<file path="src/rtl/bclru_pkg.sv">
// ----------------------------------------------------------------------------
// bclru_pkg
// Shared types and constants of the block buffer cache lookup.
// ----------------------------------------------------------------------------
package bclru_pkg;

    localparam int NUM_ENTRIES_DEF = 32;
    localparam int DEV_W  = 8;
    localparam int BLK_W  = 27;
    localparam int CNT_W  = 8;
    localparam int TIME_W = 32;
    localparam int IDX_W  = 5;

    localparam logic [CNT_W-1:0] CNT_MAX = '1;

    // request kinds
    typedef enum logic [1:0] {
        MODE_GET     = 2'd0,
        MODE_RELEASE = 2'd1,
        MODE_PIN     = 2'd2,
        MODE_UNPIN   = 2'd3
    } mode_t;

    // completion codes
    typedef enum logic [1:0] {
        ST_OK      = 2'd0,
        ST_NO_FREE = 2'd1,
        ST_ZERO    = 2'd2
    } status_t;

    // one buffer entry as kept in the entry memory
    typedef struct packed {
        logic [DEV_W-1:0]  tag_device;
        logic [BLK_W-1:0]  tag_block;
        logic [CNT_W-1:0]  ref_count;
        logic [TIME_W-1:0] release_time;
        logic              data_valid;
    } entry_t;

    // control from the sequencer to the scan unit
    typedef struct packed {
        logic clear;
        logic sample;
    } scan_ctl_t;

endpackage

</file>
<file path="src/rtl/bclru_if.sv">
// ----------------------------------------------------------------------------
// bclru_req_if / bclru_rsp_if
// Valid/ready channels for requests and results of the buffer cache lookup.
// ----------------------------------------------------------------------------
interface bclru_req_if;
    import bclru_pkg::*;

    logic              valid;
    logic              ready;
    logic [1:0]        mode;
    logic [DEV_W-1:0]  device;
    logic [BLK_W-1:0]  block_number;
    logic [IDX_W-1:0]  entry_index;
    logic [TIME_W-1:0] now_tick;

    modport source (
        output valid, mode, device, block_number, entry_index, now_tick,
        input  ready
    );
    modport sink (
        input  valid, mode, device, block_number, entry_index, now_tick,
        output ready
    );
endinterface

interface bclru_rsp_if;
    import bclru_pkg::*;

    logic             valid;
    logic             ready;
    logic [IDX_W-1:0] result_entry;
    logic             was_hit;
    logic             needs_read;
    logic [1:0]       status;

    modport source (
        output valid, result_entry, was_hit, needs_read, status,
        input  ready
    );
    modport sink (
        input  valid, result_entry, was_hit, needs_read, status,
        output ready
    );
endinterface

</file>
<file path="src/rtl/bclru_mem.sv">
// ----------------------------------------------------------------------------
// bclru_mem
// Entry memory, one read and one write port, registered read data.
// Per-entry written bits make unwritten entries read as all zero.
// ----------------------------------------------------------------------------
module bclru_mem #(
    parameter int NUM_ENTRIES = bclru_pkg::NUM_ENTRIES_DEF
) (
    input  logic                           clk,
    input  logic                           rst_n,
    input  logic                           rd_en,
    input  logic [$clog2(NUM_ENTRIES)-1:0] rd_addr,
    output bclru_pkg::entry_t              rd_word,
    input  logic                           wr_en,
    input  logic [$clog2(NUM_ENTRIES)-1:0] wr_addr,
    input  bclru_pkg::entry_t              wr_data
);
    import bclru_pkg::*;

    entry_t                 mem [NUM_ENTRIES];
    entry_t                 rd_word_reg;
    logic                   rd_written_reg;
    logic [NUM_ENTRIES-1:0] written_reg;

    // storage array and read data
    always_ff @(posedge clk)
    begin
        if (wr_en)
        begin
            mem[wr_addr] <= wr_data;
        end
        if (rd_en)
        begin
            rd_word_reg <= mem[rd_addr];
        end
    end

    // written bits, cleared at reset
    always_ff @(posedge clk or negedge rst_n)
    begin
        if (!rst_n)
        begin
            written_reg    <= '0;
            rd_written_reg <= 1'b0;
        end
        else
        begin
            if (wr_en)
            begin
                written_reg[wr_addr] <= 1'b1;
            end
            if (rd_en)
            begin
                rd_written_reg <= written_reg[rd_addr];
            end
        end
    end

    // unwritten entries hold their reset value of zero
    assign rd_word = rd_written_reg ? rd_word_reg : '0;

endmodule

</file>
<file path="src/rtl/bclru_scan.sv">
// ----------------------------------------------------------------------------
// bclru_scan
// Walks the entries as they stream out of memory: keeps the first tag match
// and the unreferenced entry with the oldest release time.
// ----------------------------------------------------------------------------
module bclru_scan #(
    parameter int NUM_ENTRIES = bclru_pkg::NUM_ENTRIES_DEF
) (
    input  logic                               clk,
    input  logic                               rst_n,
    input  bclru_pkg::scan_ctl_t               ctl,
    input  logic [bclru_pkg::DEV_W-1:0]        device,
    input  logic [bclru_pkg::BLK_W-1:0]        block_number,
    input  bclru_pkg::entry_t                  word,
    input  logic [$clog2(NUM_ENTRIES)-1:0]     addr,
    output logic                               hit,
    output logic [$clog2(NUM_ENTRIES)-1:0]     hit_idx,
    output bclru_pkg::entry_t                  hit_word,
    output logic                               found,
    output logic [$clog2(NUM_ENTRIES)-1:0]     pick_idx,
    output logic [bclru_pkg::TIME_W-1:0]       pick_time
);
    import bclru_pkg::*;

    localparam int IW = $clog2(NUM_ENTRIES);

    logic              hit_reg;
    logic [IW-1:0]     hit_idx_reg;
    entry_t            hit_word_reg;
    logic              found_reg;
    logic [IW-1:0]     pick_idx_reg;
    logic [TIME_W-1:0] pick_time_reg;
    logic              tag_match;
    logic              take_free;

    // per-entry compares
    assign tag_match = (word.tag_device == device) && (word.tag_block == block_number);
    assign take_free = (word.ref_count == '0) &&
                       (!found_reg || (word.release_time < pick_time_reg));

    // running match and oldest-free candidate, lowest index wins ties
    always_ff @(posedge clk or negedge rst_n)
    begin
        if (!rst_n)
        begin
            hit_reg       <= 1'b0;
            found_reg     <= 1'b0;
            hit_idx_reg   <= '0;
            hit_word_reg  <= '0;
            pick_idx_reg  <= '0;
            pick_time_reg <= '0;
        end
        else if (ctl.clear)
        begin
            hit_reg   <= 1'b0;
            found_reg <= 1'b0;
        end
        else if (ctl.sample)
        begin
            if (!hit_reg && tag_match)
            begin
                hit_reg      <= 1'b1;
                hit_idx_reg  <= addr;
                hit_word_reg <= word;
            end
            if (take_free)
            begin
                found_reg     <= 1'b1;
                pick_idx_reg  <= addr;
                pick_time_reg <= word.release_time;
            end
        end
    end

    assign hit       = hit_reg;
    assign hit_idx   = hit_idx_reg;
    assign hit_word  = hit_word_reg;
    assign found     = found_reg;
    assign pick_idx  = pick_idx_reg;
    assign pick_time = pick_time_reg;

endmodule

</file>
<file path="src/rtl/block_cache_lookup_lru.sv">
// ----------------------------------------------------------------------------
// block_cache_lookup_lru
// A get reads every entry in turn in S_SCAN, then passes S_LAST and S_FINISH;
//   release, pin and unpin read an in-range entry in S_FETCH, write it in S_FINISH.
// The next request is taken once the result sits in the output register,
//   even if stalled.
// Reset clears all entries at once through per-entry written bits.
// ----------------------------------------------------------------------------
module block_cache_lookup_lru #(
    parameter int NUM_ENTRIES = bclru_pkg::NUM_ENTRIES_DEF
) (
    input  logic        clk,
    input  logic        rst_n,
    bclru_req_if.sink   req,
    bclru_rsp_if.source rsp
);
    import bclru_pkg::*;

    localparam int            IW        = $clog2(NUM_ENTRIES);
    localparam logic [IW-1:0] LAST_ADDR = IW'(NUM_ENTRIES - 1);

    typedef enum logic [2:0] {
        S_IDLE,
        S_SCAN,
        S_LAST,
        S_FETCH,
        S_FINISH
    } state_t;

    state_t            state_reg,      state_next;
    logic [IW-1:0]     cnt_reg,        cnt_next;
    logic              pend_reg,       pend_next;
    logic [IW-1:0]     pend_addr_reg,  pend_addr_next;
    logic [1:0]        mode_reg,       mode_next;
    logic [DEV_W-1:0]  dev_reg,        dev_next;
    logic [BLK_W-1:0]  blk_reg,        blk_next;
    logic [IDX_W-1:0]  idx_reg,        idx_next;
    logic [TIME_W-1:0] now_reg,        now_next;
    logic              oor_reg,        oor_next;
    logic              out_valid_reg,  out_valid_next;
    logic [IDX_W-1:0]  out_entry_reg,  out_entry_next;
    logic              out_hit_reg,    out_hit_next;
    logic              out_rd_reg,     out_rd_next;
    logic [1:0]        out_status_reg, out_status_next;

    logic              accept;
    logic              load;
    scan_ctl_t         scan_ctl;

    logic              mem_rd_en;
    logic [IW-1:0]     mem_rd_addr;
    entry_t            mem_rd_word;
    logic              mem_wr_en;
    logic [IW-1:0]     mem_wr_addr;
    entry_t            mem_wr_data;

    logic              scan_hit;
    logic [IW-1:0]     scan_hit_idx;
    entry_t            scan_hit_word;
    logic              scan_found;
    logic [IW-1:0]     scan_pick_idx;
    logic [TIME_W-1:0] scan_pick_time;

    logic              fin_wr;
    entry_t            fin_word;
    logic [IW-1:0]     fin_addr;
    logic [IDX_W-1:0]  fin_entry;
    logic              fin_hit;
    logic              fin_rd;
    status_t           fin_status;

    // handshakes
    assign req.ready = (state_reg == S_IDLE);
    assign accept    = req.valid && req.ready;
    assign load      = (state_reg == S_FINISH) && (!out_valid_reg || rsp.ready);

    // memory port use
    assign mem_rd_en   = (state_reg == S_SCAN) || (state_reg == S_FETCH);
    assign mem_rd_addr = (state_reg == S_SCAN) ? cnt_reg : IW'(idx_reg);
    assign mem_wr_en   = load && fin_wr;
    assign mem_wr_addr = fin_addr;
    assign mem_wr_data = fin_word;

    assign scan_ctl.clear  = accept;
    assign scan_ctl.sample = pend_reg;

    bclru_mem #(
        .NUM_ENTRIES (NUM_ENTRIES)
    ) u_mem (
        .clk     (clk),
        .rst_n   (rst_n),
        .rd_en   (mem_rd_en),
        .rd_addr (mem_rd_addr),
        .rd_word (mem_rd_word),
        .wr_en   (mem_wr_en),
        .wr_addr (mem_wr_addr),
        .wr_data (mem_wr_data)
    );

    bclru_scan #(
        .NUM_ENTRIES (NUM_ENTRIES)
    ) u_scan (
        .clk          (clk),
        .rst_n        (rst_n),
        .ctl          (scan_ctl),
        .device       (dev_reg),
        .block_number (blk_reg),
        .word         (mem_rd_word),
        .addr         (pend_addr_reg),
        .hit          (scan_hit),
        .hit_idx      (scan_hit_idx),
        .hit_word     (scan_hit_word),
        .found        (scan_found),
        .pick_idx     (scan_pick_idx),
        .pick_time    (scan_pick_time)
    );

    // result and write-back of the finishing request
    always_comb
    begin
        fin_wr     = 1'b0;
        fin_word   = mem_rd_word;
        fin_addr   = IW'(idx_reg);
        fin_entry  = idx_reg;
        fin_hit    = 1'b0;
        fin_rd     = 1'b0;
        fin_status = ST_OK;
        if (mode_reg == MODE_GET)
        begin
            if (scan_hit)
            begin
                fin_wr     = 1'b1;
                fin_word   = scan_hit_word;
                fin_word.ref_count = (scan_hit_word.ref_count == CNT_MAX) ?
                                     CNT_MAX : scan_hit_word.ref_count + 1'b1;
                fin_word.data_valid = 1'b1;
                fin_addr   = scan_hit_idx;
                fin_entry  = IDX_W'(scan_hit_idx);
                fin_hit    = 1'b1;
                fin_rd     = !scan_hit_word.data_valid;
            end
            else if (scan_found)
            begin
                fin_wr                = 1'b1;
                fin_word.tag_device   = dev_reg;
                fin_word.tag_block    = blk_reg;
                fin_word.ref_count    = CNT_W'(1);
                fin_word.release_time = scan_pick_time;
                fin_word.data_valid   = 1'b1;
                fin_addr              = scan_pick_idx;
                fin_entry             = IDX_W'(scan_pick_idx);
                fin_rd                = 1'b1;
            end
            else
            begin
                fin_entry  = '0;
                fin_status = ST_NO_FREE;
            end
        end
        else if (oor_reg)
        begin
            fin_status = (mode_reg == MODE_PIN) ? ST_OK : ST_ZERO;
        end
        else if (mode_reg == MODE_PIN)
        begin
            fin_wr = 1'b1;
            fin_word.ref_count = (mem_rd_word.ref_count == CNT_MAX) ?
                                 CNT_MAX : mem_rd_word.ref_count + 1'b1;
        end
        else if (mem_rd_word.ref_count == '0)
        begin
            fin_status = ST_ZERO;
        end
        else
        begin
            fin_wr = 1'b1;
            fin_word.ref_count = mem_rd_word.ref_count - 1'b1;
            if ((mode_reg == MODE_RELEASE) && (mem_rd_word.ref_count == CNT_W'(1)))
            begin
                fin_word.release_time = now_reg;
            end
        end
    end

    // sequencer next state
    always_comb
    begin
        state_next      = state_reg;
        cnt_next        = cnt_reg;
        pend_next       = (state_reg == S_SCAN);
        pend_addr_next  = cnt_reg;
        mode_next       = mode_reg;
        dev_next        = dev_reg;
        blk_next        = blk_reg;
        idx_next        = idx_reg;
        now_next        = now_reg;
        oor_next        = oor_reg;
        out_valid_next  = out_valid_reg && !rsp.ready;
        out_entry_next  = out_entry_reg;
        out_hit_next    = out_hit_reg;
        out_rd_next     = out_rd_reg;
        out_status_next = out_status_reg;
        case (state_reg)
            S_IDLE:
            begin
                if (accept)
                begin
                    mode_next = req.mode;
                    dev_next  = req.device;
                    blk_next  = req.block_number;
                    idx_next  = req.entry_index;
                    now_next  = req.now_tick;
                    oor_next  = int'(req.entry_index) >= NUM_ENTRIES;
                    cnt_next  = '0;
                    if (req.mode == MODE_GET)
                    begin
                        state_next = S_SCAN;
                    end
                    else if (int'(req.entry_index) >= NUM_ENTRIES)
                    begin
                        state_next = S_FINISH;
                    end
                    else
                    begin
                        state_next = S_FETCH;
                    end
                end
            end
            S_SCAN:
            begin
                cnt_next = cnt_reg + 1'b1;
                if (cnt_reg == LAST_ADDR)
                begin
                    state_next = S_LAST;
                end
            end
            S_LAST:
            begin
                state_next = S_FINISH;
            end
            S_FETCH:
            begin
                state_next = S_FINISH;
            end
            S_FINISH:
            begin
                if (load)
                begin
                    out_valid_next  = 1'b1;
                    out_entry_next  = fin_entry;
                    out_hit_next    = fin_hit;
                    out_rd_next     = fin_rd;
                    out_status_next = fin_status;
                    state_next      = S_IDLE;
                end
            end
            default:
            begin
                state_next = S_IDLE;
            end
        endcase
    end

    // state and registered outputs
    always_ff @(posedge clk or negedge rst_n)
    begin
        if (!rst_n)
        begin
            state_reg      <= S_IDLE;
            cnt_reg        <= '0;
            pend_reg       <= 1'b0;
            pend_addr_reg  <= '0;
            mode_reg       <= '0;
            dev_reg        <= '0;
            blk_reg        <= '0;
            idx_reg        <= '0;
            now_reg        <= '0;
            oor_reg        <= 1'b0;
            out_valid_reg  <= 1'b0;
            out_entry_reg  <= '0;
            out_hit_reg    <= 1'b0;
            out_rd_reg     <= 1'b0;
            out_status_reg <= '0;
        end
        else
        begin
            state_reg      <= state_next;
            cnt_reg        <= cnt_next;
            pend_reg       <= pend_next;
            pend_addr_reg  <= pend_addr_next;
            mode_reg       <= mode_next;
            dev_reg        <= dev_next;
            blk_reg        <= blk_next;
            idx_reg        <= idx_next;
            now_reg        <= now_next;
            oor_reg        <= oor_next;
            out_valid_reg  <= out_valid_next;
            out_entry_reg  <= out_entry_next;
            out_hit_reg    <= out_hit_next;
            out_rd_reg     <= out_rd_next;
            out_status_reg <= out_status_next;
        end
    end

    // result channel
    assign rsp.valid        = out_valid_reg;
    assign rsp.result_entry = out_entry_reg;
    assign rsp.was_hit      = out_hit_reg;
    assign rsp.needs_read   = out_rd_reg;
    assign rsp.status       = out_status_reg;

`ifndef SYNTHESIS
    // one read and one write port, yet never read and write in one cycle
    a_port_excl: assert property (@(posedge clk) disable iff (!rst_n)
        !(mem_rd_en && mem_wr_en))
        else $error("entry memory read and write in the same cycle");

    // write-back only when the result is loaded
    a_wr_finish: assert property (@(posedge clk) disable iff (!rst_n)
        mem_wr_en |-> (state_reg == S_FINISH) && load)
        else $error("entry write outside result load");

    // a get transfer starts the scan
    a_get_scan: assert property (@(posedge clk) disable iff (!rst_n)
        accept && (req.mode == MODE_GET) |=> (state_reg == S_SCAN) && (cnt_reg == '0))
        else $error("get did not start a scan from entry zero");

    // no sample left in flight when a new request can be taken
    a_no_pend: assert property (@(posedge clk) disable iff (!rst_n)
        req.ready |-> !pend_reg)
        else $error("scan sample pending while idle");

    // a loaded result shows up on the output
    a_load_out: assert property (@(posedge clk) disable iff (!rst_n)
        load |=> out_valid_reg)
        else $error("result load lost");
`endif

endmodule
</file>
<file path="src/flat_wrapper.sv">
// flat-port wrapper written by rule: the top's interface ports become plain ports
module block_cache_lookup_lru_flat import bclru_pkg::*;
#(
    parameter int NUM_ENTRIES = bclru_pkg::NUM_ENTRIES_DEF
)
  (clk, rst_n, req_valid, req_mode, req_device, req_block_number, req_entry_index, req_now_tick, req_ready, rsp_valid, rsp_result_entry, rsp_was_hit, rsp_needs_read, rsp_status, rsp_ready);
  bclru_req_if req_i ();
  bclru_rsp_if rsp_i ();
  input  logic clk;
  input  logic rst_n;
  input wire logic [$bits(req_i.valid)-1:0] req_valid;
  input wire logic [$bits(req_i.mode)-1:0] req_mode;
  input wire logic [$bits(req_i.device)-1:0] req_device;
  input wire logic [$bits(req_i.block_number)-1:0] req_block_number;
  input wire logic [$bits(req_i.entry_index)-1:0] req_entry_index;
  input wire logic [$bits(req_i.now_tick)-1:0] req_now_tick;
  output wire logic [$bits(req_i.ready)-1:0] req_ready;
  output wire logic [$bits(rsp_i.valid)-1:0] rsp_valid;
  output wire logic [$bits(rsp_i.result_entry)-1:0] rsp_result_entry;
  output wire logic [$bits(rsp_i.was_hit)-1:0] rsp_was_hit;
  output wire logic [$bits(rsp_i.needs_read)-1:0] rsp_needs_read;
  output wire logic [$bits(rsp_i.status)-1:0] rsp_status;
  input wire logic [$bits(rsp_i.ready)-1:0] rsp_ready;
  assign req_i.valid = req_valid;
  assign req_i.mode = req_mode;
  assign req_i.device = req_device;
  assign req_i.block_number = req_block_number;
  assign req_i.entry_index = req_entry_index;
  assign req_i.now_tick = req_now_tick;
  assign req_ready = req_i.ready;
  assign rsp_valid = rsp_i.valid;
  assign rsp_result_entry = rsp_i.result_entry;
  assign rsp_was_hit = rsp_i.was_hit;
  assign rsp_needs_read = rsp_i.needs_read;
  assign rsp_status = rsp_i.status;
  assign rsp_i.ready = rsp_ready;
  block_cache_lookup_lru #(.NUM_ENTRIES(NUM_ENTRIES)) u_core (.clk(clk), .rst_n(rst_n), .req(req_i), .rsp(rsp_i));
endmodule
</file>
<file path="config.mk">
export PLATFORM = sky130hd
export DESIGN_NAME = block_cache_lookup_lru_flat
export DESIGN_NICKNAME = d
export VERILOG_FILES = /design/src/rtl/bclru_pkg.sv /design/src/rtl/bclru_if.sv /design/src/rtl/bclru_mem.sv /design/src/rtl/bclru_scan.sv /design/src/rtl/block_cache_lookup_lru.sv /design/src/flat_wrapper.sv
export SDC_FILE = /design/constraint.sdc
export NUM_CORES = 2
export LEC_CHECK = 0
export BUFFER_PORTS_ARGS = -buffer_cell sky130_fd_sc_hd__buf_2
export CORE_MARGIN = 1
export CORE_UTILIZATION = 65
export DETAILED_ROUTE_END_ITERATION = 6
export GPL_ROUTABILITY_DRIVEN = 0
export PLACE_DENSITY = 0.79
export SETUP_SLACK_MARGIN = 0.4
export SYNTH_ARGS = -nofsm -noshare
export SYNTH_HDL_FRONTEND = slang
export SYNTH_SLANG_ARGS = --single-unit
</file>
<file path="constraint.sdc">
create_clock -name clk -period 16.5 [get_ports clk]
set_clock_uncertainty 0.15 [all_clocks]
set_input_delay 1.65 -clock clk [delete_from_list [all_inputs] [get_ports clk]]
set_output_delay 1.65 -clock clk [all_outputs]
set_load 0.05 [all_outputs]
</file>
# == Yosys cells after proc, flatten, opt, wreduce, memory -nomap -nowiden ==
# Memories as Yosys holds them, arrays and structs flattened. A register that Yosys moved wholly into a read port is not among the register bits.
# Cells that the tools add are included.
# word_totals
reg_bits,251
latchBits,0
ram_bits,2432
rom_bits,0
inputBits,78
out_inout_bits,11
word_cells,140
n_memories,1
# mem_list
name,depth,word_bits,rd,rd_ports_with_merged_regs,write_ports,line,source
u_core.u_mem.mem,32,76,1,1,1,bclru_mem.sv:20,entry_t mem [NUM_ENTRIES];
# classes
addsub,4
multipliers,0
n_div,0
order_cmp,4
n_eq_ne,15
shift,0
mux,54
bitwise,2
n_reduce_logical,34
# op_table
cell,n
two-way mux 76 bit,3
two-way mux 40 bit,2
two-way mux 32 bit,2
two-way mux 5 bit,8
two-way mux 35 bit,1
< comparator 32 bit,1
OR 32 bit,1
equality test 27 bit,1
two-way mux 8 bit,3
two-way mux 1 bit,23
adder 8 x 1 -> 8 bit (second input constant),2
equality test 8 bit (second input constant),2
< comparator 5 x 6 -> 1 bit (second input constant),2
one-hot mux 3 bit (4 select lines),1
two-way mux 2 bit,5
one-hot mux 5 bit (2 select lines),1
AND reduction 2 bit,5
logical AND 1 bit,9
two-way mux 3 bit,3
AND reduction 3 bit,3
equality test 8 x 1 -> 1 bit (second input constant),1
equality test 8 bit,1
zero test 8 bit,1
nonzero test 2 bit,4
other kinds (19),28

# == Depth between registers and ports, before layout ==
# depth
ltp_word,8
depth_mapped,16
depth_no_buf,10

# == By module ==
# From an unflattened synthesis, not the netlist that was laid out.
# hier_totals
cells_unflattened,5033
hier_area_um2,108844.4
# by_module_without_submodules
module,n_inst,cells_per_inst,area_each_um2,seq_area_each_um2
bclru_mem,1,3873,96328.6,76138.0
block_cache_lookup_lru,1,742,6892.9,2452.4
bclru_scan,1,418,5622.9,3002.9

# == Worst setup path after synthesis ==
# OpenSTA, ideal clock, no wires.
# synth_path
path_type,in2reg
startpoint,in rsp_ready
endpoint,mem u_core.u_mem.mem[0][0] in the netlist's numbering (enable)
arrival_time_ns,5.910
path_slack_ns,9.929
cell_stages,7
path_cell_list,nand2b_1 > nand3_1 > nand3b_1 > nor2b_1 > nand2_1 > clkbuf_1 > nor2_1
# synth_via
elab_chain_cells,5
# synth_lines
item,line,source
start: declaration,flat_wrapper.sv:23,input wire logic [$bits(rsp_i.ready)-1:0] rsp_ready;
logical OR 1 bit,block_cache_lookup_lru.sv:75,assign load = (state_reg == S_FINISH) && (!out_valid_reg || rsp.ready);
logical AND 1 bit,block_cache_lookup_lru.sv:75,
logical AND 1 bit,block_cache_lookup_lru.sv:80,assign mem_wr_en = load && fin_wr;
two-way mux 1 bit,bclru_mem.sv:28,if (wr_en)
two-way mux 1 bit (implied by the code),bclru_mem.sv:30,mem[wr_addr] <= wr_data;
end: declaration,bclru_mem.sv:20,
# No other way between the ends.

# == Worst setup path in the final report ==
# layout_path
startpoint,reg u_core.state_reg[2]
endpoint,reg u_core.u_mem.rd_word_reg[16] (netlist name)
# layout_via
elab_chain_cells,2
word_cells_on_any_way,4
classes_between,2 x eq/ne; 1 x mux; 1 x reduce/logical
# layout_lines
item,line,source
start: declaration,block_cache_lookup_lru.sv:30,"state_t state_reg, state_next;"
start signal: assignment,block_cache_lookup_lru.sv:287,state_reg <= state_next;
equality test 3 x 1 -> 1 bit / equality test 3 x 2 -> 1 bit (equally long branches),"block_cache_lookup_lru.sv:78, block_cache_lookup_lru.sv:79",
two-way mux 5 bit / logical OR 1 bit (equally long branches),"block_cache_lookup_lru.sv:79, block_cache_lookup_lru.sv:78",
# Parallel ways exist; a longest one is shown, timed or not.
# A chain may end at the register's enable or synchronous reset.

==> impl_results.html <==
<table>
<tr><th>Metric</th><th>Value</th></tr>
<tr><th colspan="2">Status</th></tr>
<tr><td>Run status</td><td>finished with violations</td></tr>
<tr><td>Failing checks</td><td>DRC, capacitance limit</td></tr>
<tr><th colspan="2">Clock network</th></tr>
<tr><td>Total of hold buffers inserted after clock tree synthesis</td><td>0</td></tr>
<tr><td>Number of gates given a new drive strength after cts</td><td>0</td></tr>
<tr><td>Skew-Pair Late Insertion Delay</td><td>0.94 ns</td></tr>
<tr><td>Clock tree from TritonCTS</td><td>built</td></tr>
<tr><td>Maximum buffer depth of the clock tree</td><td>4</td></tr>
<tr><td>Clock buffers created by TritonCTS</td><td>286</td></tr>
<tr><td>H-tree depth reported by CTS</td><td>5</td></tr>
<tr><td>Clk Tree Root Cell</td><td>clkbuf_16</td></tr>
<tr><td>Clock-pin slew on the worst setup and hold paths</td><td>0.07 ns</td></tr>
<tr><td>TritonCTS Sinks</td><td>2,759</td></tr>
<tr><td>Post CTS Setup Buffer Count</td><td>0</td></tr>
<tr><th colspan="2">Setup path</th></tr>
<tr><td>Most numerous cell on the critical path</td><td>buf_4</td></tr>
<tr><td>Type of element launching the critical path</td><td>flip-flop</td></tr>
<tr><td>Kind of end point of the critical path</td><td>flip-flop</td></tr>
<tr><td>Critical setup path kind</td><td>flip-flop to flip-flop</td></tr>
<tr><td>List of cells traversed by the critical path</td><td>nor2_4 -&gt; nand2_4 -&gt; inv_8 -&gt; mux2i_4 -&gt; buf_4 -&gt; buf_4 -&gt; buf_4 -&gt; nand2_1 -&gt; and3_1 -&gt; a31oi_1 -&gt; o22ai_1 -&gt; nor4_1 -&gt; buf_4</td></tr>
<tr><td>Count of cells along the worst register-to-register path</td><td>13</td></tr>
<tr><td>Internal reg-to-reg setup slack</td><td>10.22 ns</td></tr>
<tr><td>Worst setup endpoint</td><td>u_core.u_mem.rd_word_reg[16]$_DFFE_PP_</td></tr>
<tr><td>Delay of the slowest critical-path stage</td><td>0.85 ns</td></tr>
<tr><td>Library cell contributing the largest single delay on the critical path</td><td>buf_4</td></tr>
<tr><td>Beginning of the worst register-to-register path</td><td>u_core.state_reg[2]$_DFFE_PN0P_</td></tr>
<tr><td>First element of the critical path</td><td>u_core.state_reg[2]$_DFFE_PN0P_</td></tr>
<tr><td>Data required, critical path</td><td>17.14 ns</td></tr>
<tr><td>Largest fanout of any net on the critical path</td><td>79</td></tr>
<tr><td>Crit path arrival time</td><td>6.92 ns</td></tr>
<tr><td>Crit Reg-Reg Endpoint</td><td>u_core.u_mem.rd_word_reg[16]$_DFFE_PP_</td></tr>
<tr><th colspan="2">Timing</th></tr>
<tr><td>Final period utilization</td><td>38.06%</td></tr>
<tr><td>Crit path setup slack, layout</td><td>10.22 ns</td></tr>
<tr><td>Number of pins exceeding their max-slew limit in the final report</td><td>0</td></tr>
<tr><td>Relative slew slack</td><td>1.521%</td></tr>
<tr><td>Fin. Hold Viols</td><td>0</td></tr>
<tr><td>Clock period minus worst slack</td><td>6.280 ns</td></tr>
<tr><td>Setup violators final</td><td>0</td></tr>
<tr><td>Unrepaired setup endpoints after global routing</td><td>no</td></tr>
<tr><td>Achievable clock frequency</td><td>159.2 MHz</td></tr>
<tr><td>Transition time at the pin with the least slew margin</td><td>1.464 ns</td></tr>
<tr><td>Setup TNS</td><td>0 ns</td></tr>
<tr><th colspan="2">Power and ir drop</th></tr>
<tr><td>Leakage power summed over all cells</td><td>45.58 nW</td></tr>
<tr><td>Net switching component of the power</td><td>0.009980 W</td></tr>
<tr><td>Maximum VDD drop</td><td>0.1739 mV</td></tr>
<tr><td>Power Internal</td><td>0.01478 W</td></tr>
<tr><td>Power density normalized to cell area</td><td>201.4 mW/mm^2</td></tr>
<tr><td>Fraction of power spent switching nets</td><td>40.31%</td></tr>
<tr><td>Total power</td><td>0.02476 W</td></tr>
<tr><td>Clock share of power</td><td>24.5%</td></tr>
<tr><td>Logic gate share of total power</td><td>38.7%</td></tr>
<tr><td>Fraction of power consumed by sequential logic</td><td>36.8%</td></tr>
<tr><th colspan="2">Synth</th></tr>
<tr><td>Flops &amp; latches, synth</td><td>2,759</td></tr>
<tr><td>Count of distinct cell types in the synthesized netlist</td><td>76</td></tr>
<tr><td>Top cell type's share of synthesized area</td><td>67.62%</td></tr>
<tr><td>Synthesis Warnings</td><td>0</td></tr>
<tr><td>Dominant register cell in the synthesized netlist</td><td>edfxtp_1</td></tr>
<tr><td>Cell type with the highest aggregate area in the netlist</td><td>edfxtp_1</td></tr>
<tr><td>Biggest area contributors in the synthesized netlist</td><td>edfxtp_1 (68%), nand2_1 (9.6%), dfrtp_1 (5.6%)</td></tr>
<tr><td>EDFF count, synth</td><td>2,508</td></tr>
<tr><td>Mean instance size in the synthesized netlist</td><td>12.70 sq um</td></tr>
<tr><td>List of most frequent post-synthesis cells</td><td>nand2_1 (2,847), edfxtp_1 (2,508), a31oi_1 (575), and3_1 (551), clkbuf_1 (347)</td></tr>
<tr><td>Most frequently used cell type in the post-synthesis netlist</td><td>nand2_1</td></tr>
<tr><td>Post-synthesis cell area</td><td>0.1114 sq mm</td></tr>
<tr><td>Net count after synthesis</td><td>8,884</td></tr>
<tr><td>Sequential cell area fraction in the yosys report</td><td>73.26%</td></tr>
<tr><td>Syn Inst Count</td><td>8,768</td></tr>
<tr><td>Async S/R FF share, synth</td><td>9.097%</td></tr>
<tr><th colspan="2">Cells and area</th></tr>
<tr><td>Final net count</td><td>8,885</td></tr>
<tr><td>Post-route standard cell area excluding fillers</td><td>0.1229 sq mm</td></tr>
<tr><td>Storage cell area</td><td>0.08160 sq mm</td></tr>
<tr><td>Number of fillers in the final layout</td><td>10,230</td></tr>
<tr><td>Max FFs per register</td><td>2,432</td></tr>
<tr><td>Area used by multi-input combinational logic</td><td>0.02752 sq mm</td></tr>
<tr><td>Area delta synth-&gt;final</td><td>10.37%</td></tr>
<tr><td>Share of final-layout standard cells stronger than drive strength 1</td><td>9.098%</td></tr>
<tr><th colspan="2">GRT</th></tr>
<tr><td>Via count of the first global-routing pass</td><td>73,650</td></tr>
<tr><td>Global-route usage over all layers</td><td>37.48%</td></tr>
<tr><td>First-pass GRT wire length</td><td>476,600 um</td></tr>
<tr><td>Maximum number of pins on one net before global-route repair</td><td>149</td></tr>
<tr><td>Final global-route overflow total</td><td>0</td></tr>
<tr><td>Antenna violations before repair</td><td>15</td></tr>
<tr><th colspan="2">Placement</th></tr>
<tr><td>PortBufs</td><td>88</td></tr>
<tr><td>Cell area reported after detailed placement</td><td>0.1144 sq mm</td></tr>
<tr><td>Final HPWL from detailed placement</td><td>184,200 um</td></tr>
<tr><td>Setup Slack @ Placement</td><td>10.42 ns</td></tr>
<tr><th colspan="2">Floorplanning</th></tr>
<tr><td>Die width</td><td>415.9 um</td></tr>
<tr><td>Core Footprint</td><td>0.1698 sq mm</td></tr>
<tr><td>Num rows</td><td>151</td></tr>
<tr><td>Initial cell density of the core</td><td>65.58%</td></tr>
<tr><td>Die outline area</td><td>0.1730 sq mm</td></tr>
<tr><td>Chip height</td><td>415.9 um</td></tr>
<tr><td>Total I/O pin count</td><td>89</td></tr>
<tr><th colspan="2">Hold path</th></tr>
<tr><td>Worst min-delay path category</td><td>flip-flop to flip-flop</td></tr>
<tr><th colspan="2">Detailed routing</th></tr>
<tr><td>Detailed Routing Iterations Pass 1</td><td>7</td></tr>
<tr><td>Total detailed-routing wirelength</td><td>327,700 um</td></tr>
<tr><td>Iteration-0 DRC Markers</td><td>13,710</td></tr>
<tr><td>Routed WL per cell</td><td>29.30 um</td></tr>
<tr><td>Via-to-Cell Ratio</td><td>6.900</td></tr>
<tr><td>Drc violations</td><td>2</td></tr>
<tr><td>Antenna-violating nets left</td><td>0</td></tr>
<tr><td>Routed vias</td><td>77,160</td></tr>
<tr><th colspan="2">Job</th></tr>
<tr><td># Max-Cap Violations</td><td>1</td></tr>
</table>
==> critical path: cells and delay by family, from the launching register on <==
kind / cells / cell delay, ns
simple gates: 5 / 1.36
buf+inv: 5 / 2.79
flops: 1 / 0.53
compound gates: 2 / 0.45
mux: 1 / 0.71
==> layer usage <==
layer | wire, um | track usage, % | share of wire [%] | up-vias
li1 | - | - | - | 31970
met3 | 48440 | 8.807 | 15 | 1195
met2 | 147100 | 56.33 | 45 | 6710
met5 | 45 | 0 | 0.014 | -
met1 | 110200 | 50.50 | 34 | 37280
met4 | 21860 | 22.09 | 6.7 | 6
==> cell usage in the layout (no fill, tap or decap), types with 35 or more instances in the layout <==
cell,Yosys,layout
o22ai_1,281,281
nor2_1,131,98
a21oi_1,112,104
inv_1,129,129
nor4_1,86,85
and3_1,551,549
buf_2,135,87
buf_4,31,198
mux2i_1,83,81
nand3_1,148,148
edfxtp_1,2508,2508
nand2_1,2847,2836
clkbuf_1,347,67
clkbuf_16,0,292
dfrtp_1,251,248
clkinv_1,0,48
o21ai_0,96,54
ha_1,38,38
clkinv_2,0,36
a31oi_1,575,575
o21bai_1,35,35
mux2_2,44,44
==> layout make-up <==
class                           count  share of cell area [%]
Antenna cell                        6                 0.01221
Clock buffer                      362                   6.182
Clock inverter                    115                  0.7522
Inverter                          130                  0.4031
Multi-Input combinational cell   5303                   22.39
Sequential cell                  2759                   66.38
Tap cell                         2218                   2.258
Timing Repair Buffer              289                   1.624
==> stage by stage <==
step           utilization, %  hold WS, ns  std cells
2_1_floorplan               -       0.2258       8768
3_3_place_gp            67.35       0.3078      10700
3_5_place_dp            67.35       0.3116      10700
4_1_cts                 72.37       0.3275      11180
5_1_grt                 72.37       0.3415      11180
6_report                72.38       0.3260      11180
==> power groups by stage <==
stage	clock network, W	registers [W]	logic (W)
detailed placement	0	0.00922	0.00917
floorplan	0	0.00904	0.00601
global placement	0	0.00921	0.00892
finish	0.00605	0.00912	0.00959
CTS	0.00605	0.00908	0.00927
global route	0.00631	0.00912	0.0100
==> logic make-up after synthesis <==
group           after synthesis  synth area share [%]
mux                         147                 1.501
simple gates               3842                 14.74
compound gates             1262                 7.266
fa+ha+maj                    38                0.4269
buf+inv                     706                 2.696
xor+xnor                     14                0.1101
flops                      2759                 73.26
==> worst min-delay path by stage <==
stage                                                   startpoint                                        to  slack (ns)  cells past startpoint
after floorplan                      u_core.cnt_reg[1]$_DFFE_PN0P_         u_core.pend_addr_reg[1]$_DFF_PN0_        0.23                      0
after global placement    u_core.u_mem.written_reg[14]$_DFFE_PN0P_  u_core.u_mem.written_reg[14]$_DFFE_PN0P_        0.31                      1
after detailed placement  u_core.u_mem.written_reg[15]$_DFFE_PN0P_  u_core.u_mem.written_reg[15]$_DFFE_PN0P_        0.31                      1
after CTS                           u_core.rsp.was_hit$_DFFE_PN0P_            u_core.rsp.was_hit$_DFFE_PN0P_        0.33                      2
after global routing       u_core.u_mem.written_reg[6]$_DFFE_PN0P_   u_core.u_mem.written_reg[6]$_DFFE_PN0P_        0.34                      1
final                               u_core.rsp.was_hit$_DFFE_PN0P_            u_core.rsp.was_hit$_DFFE_PN0P_        0.33                      2
Power figures use the tool's default switching activity.
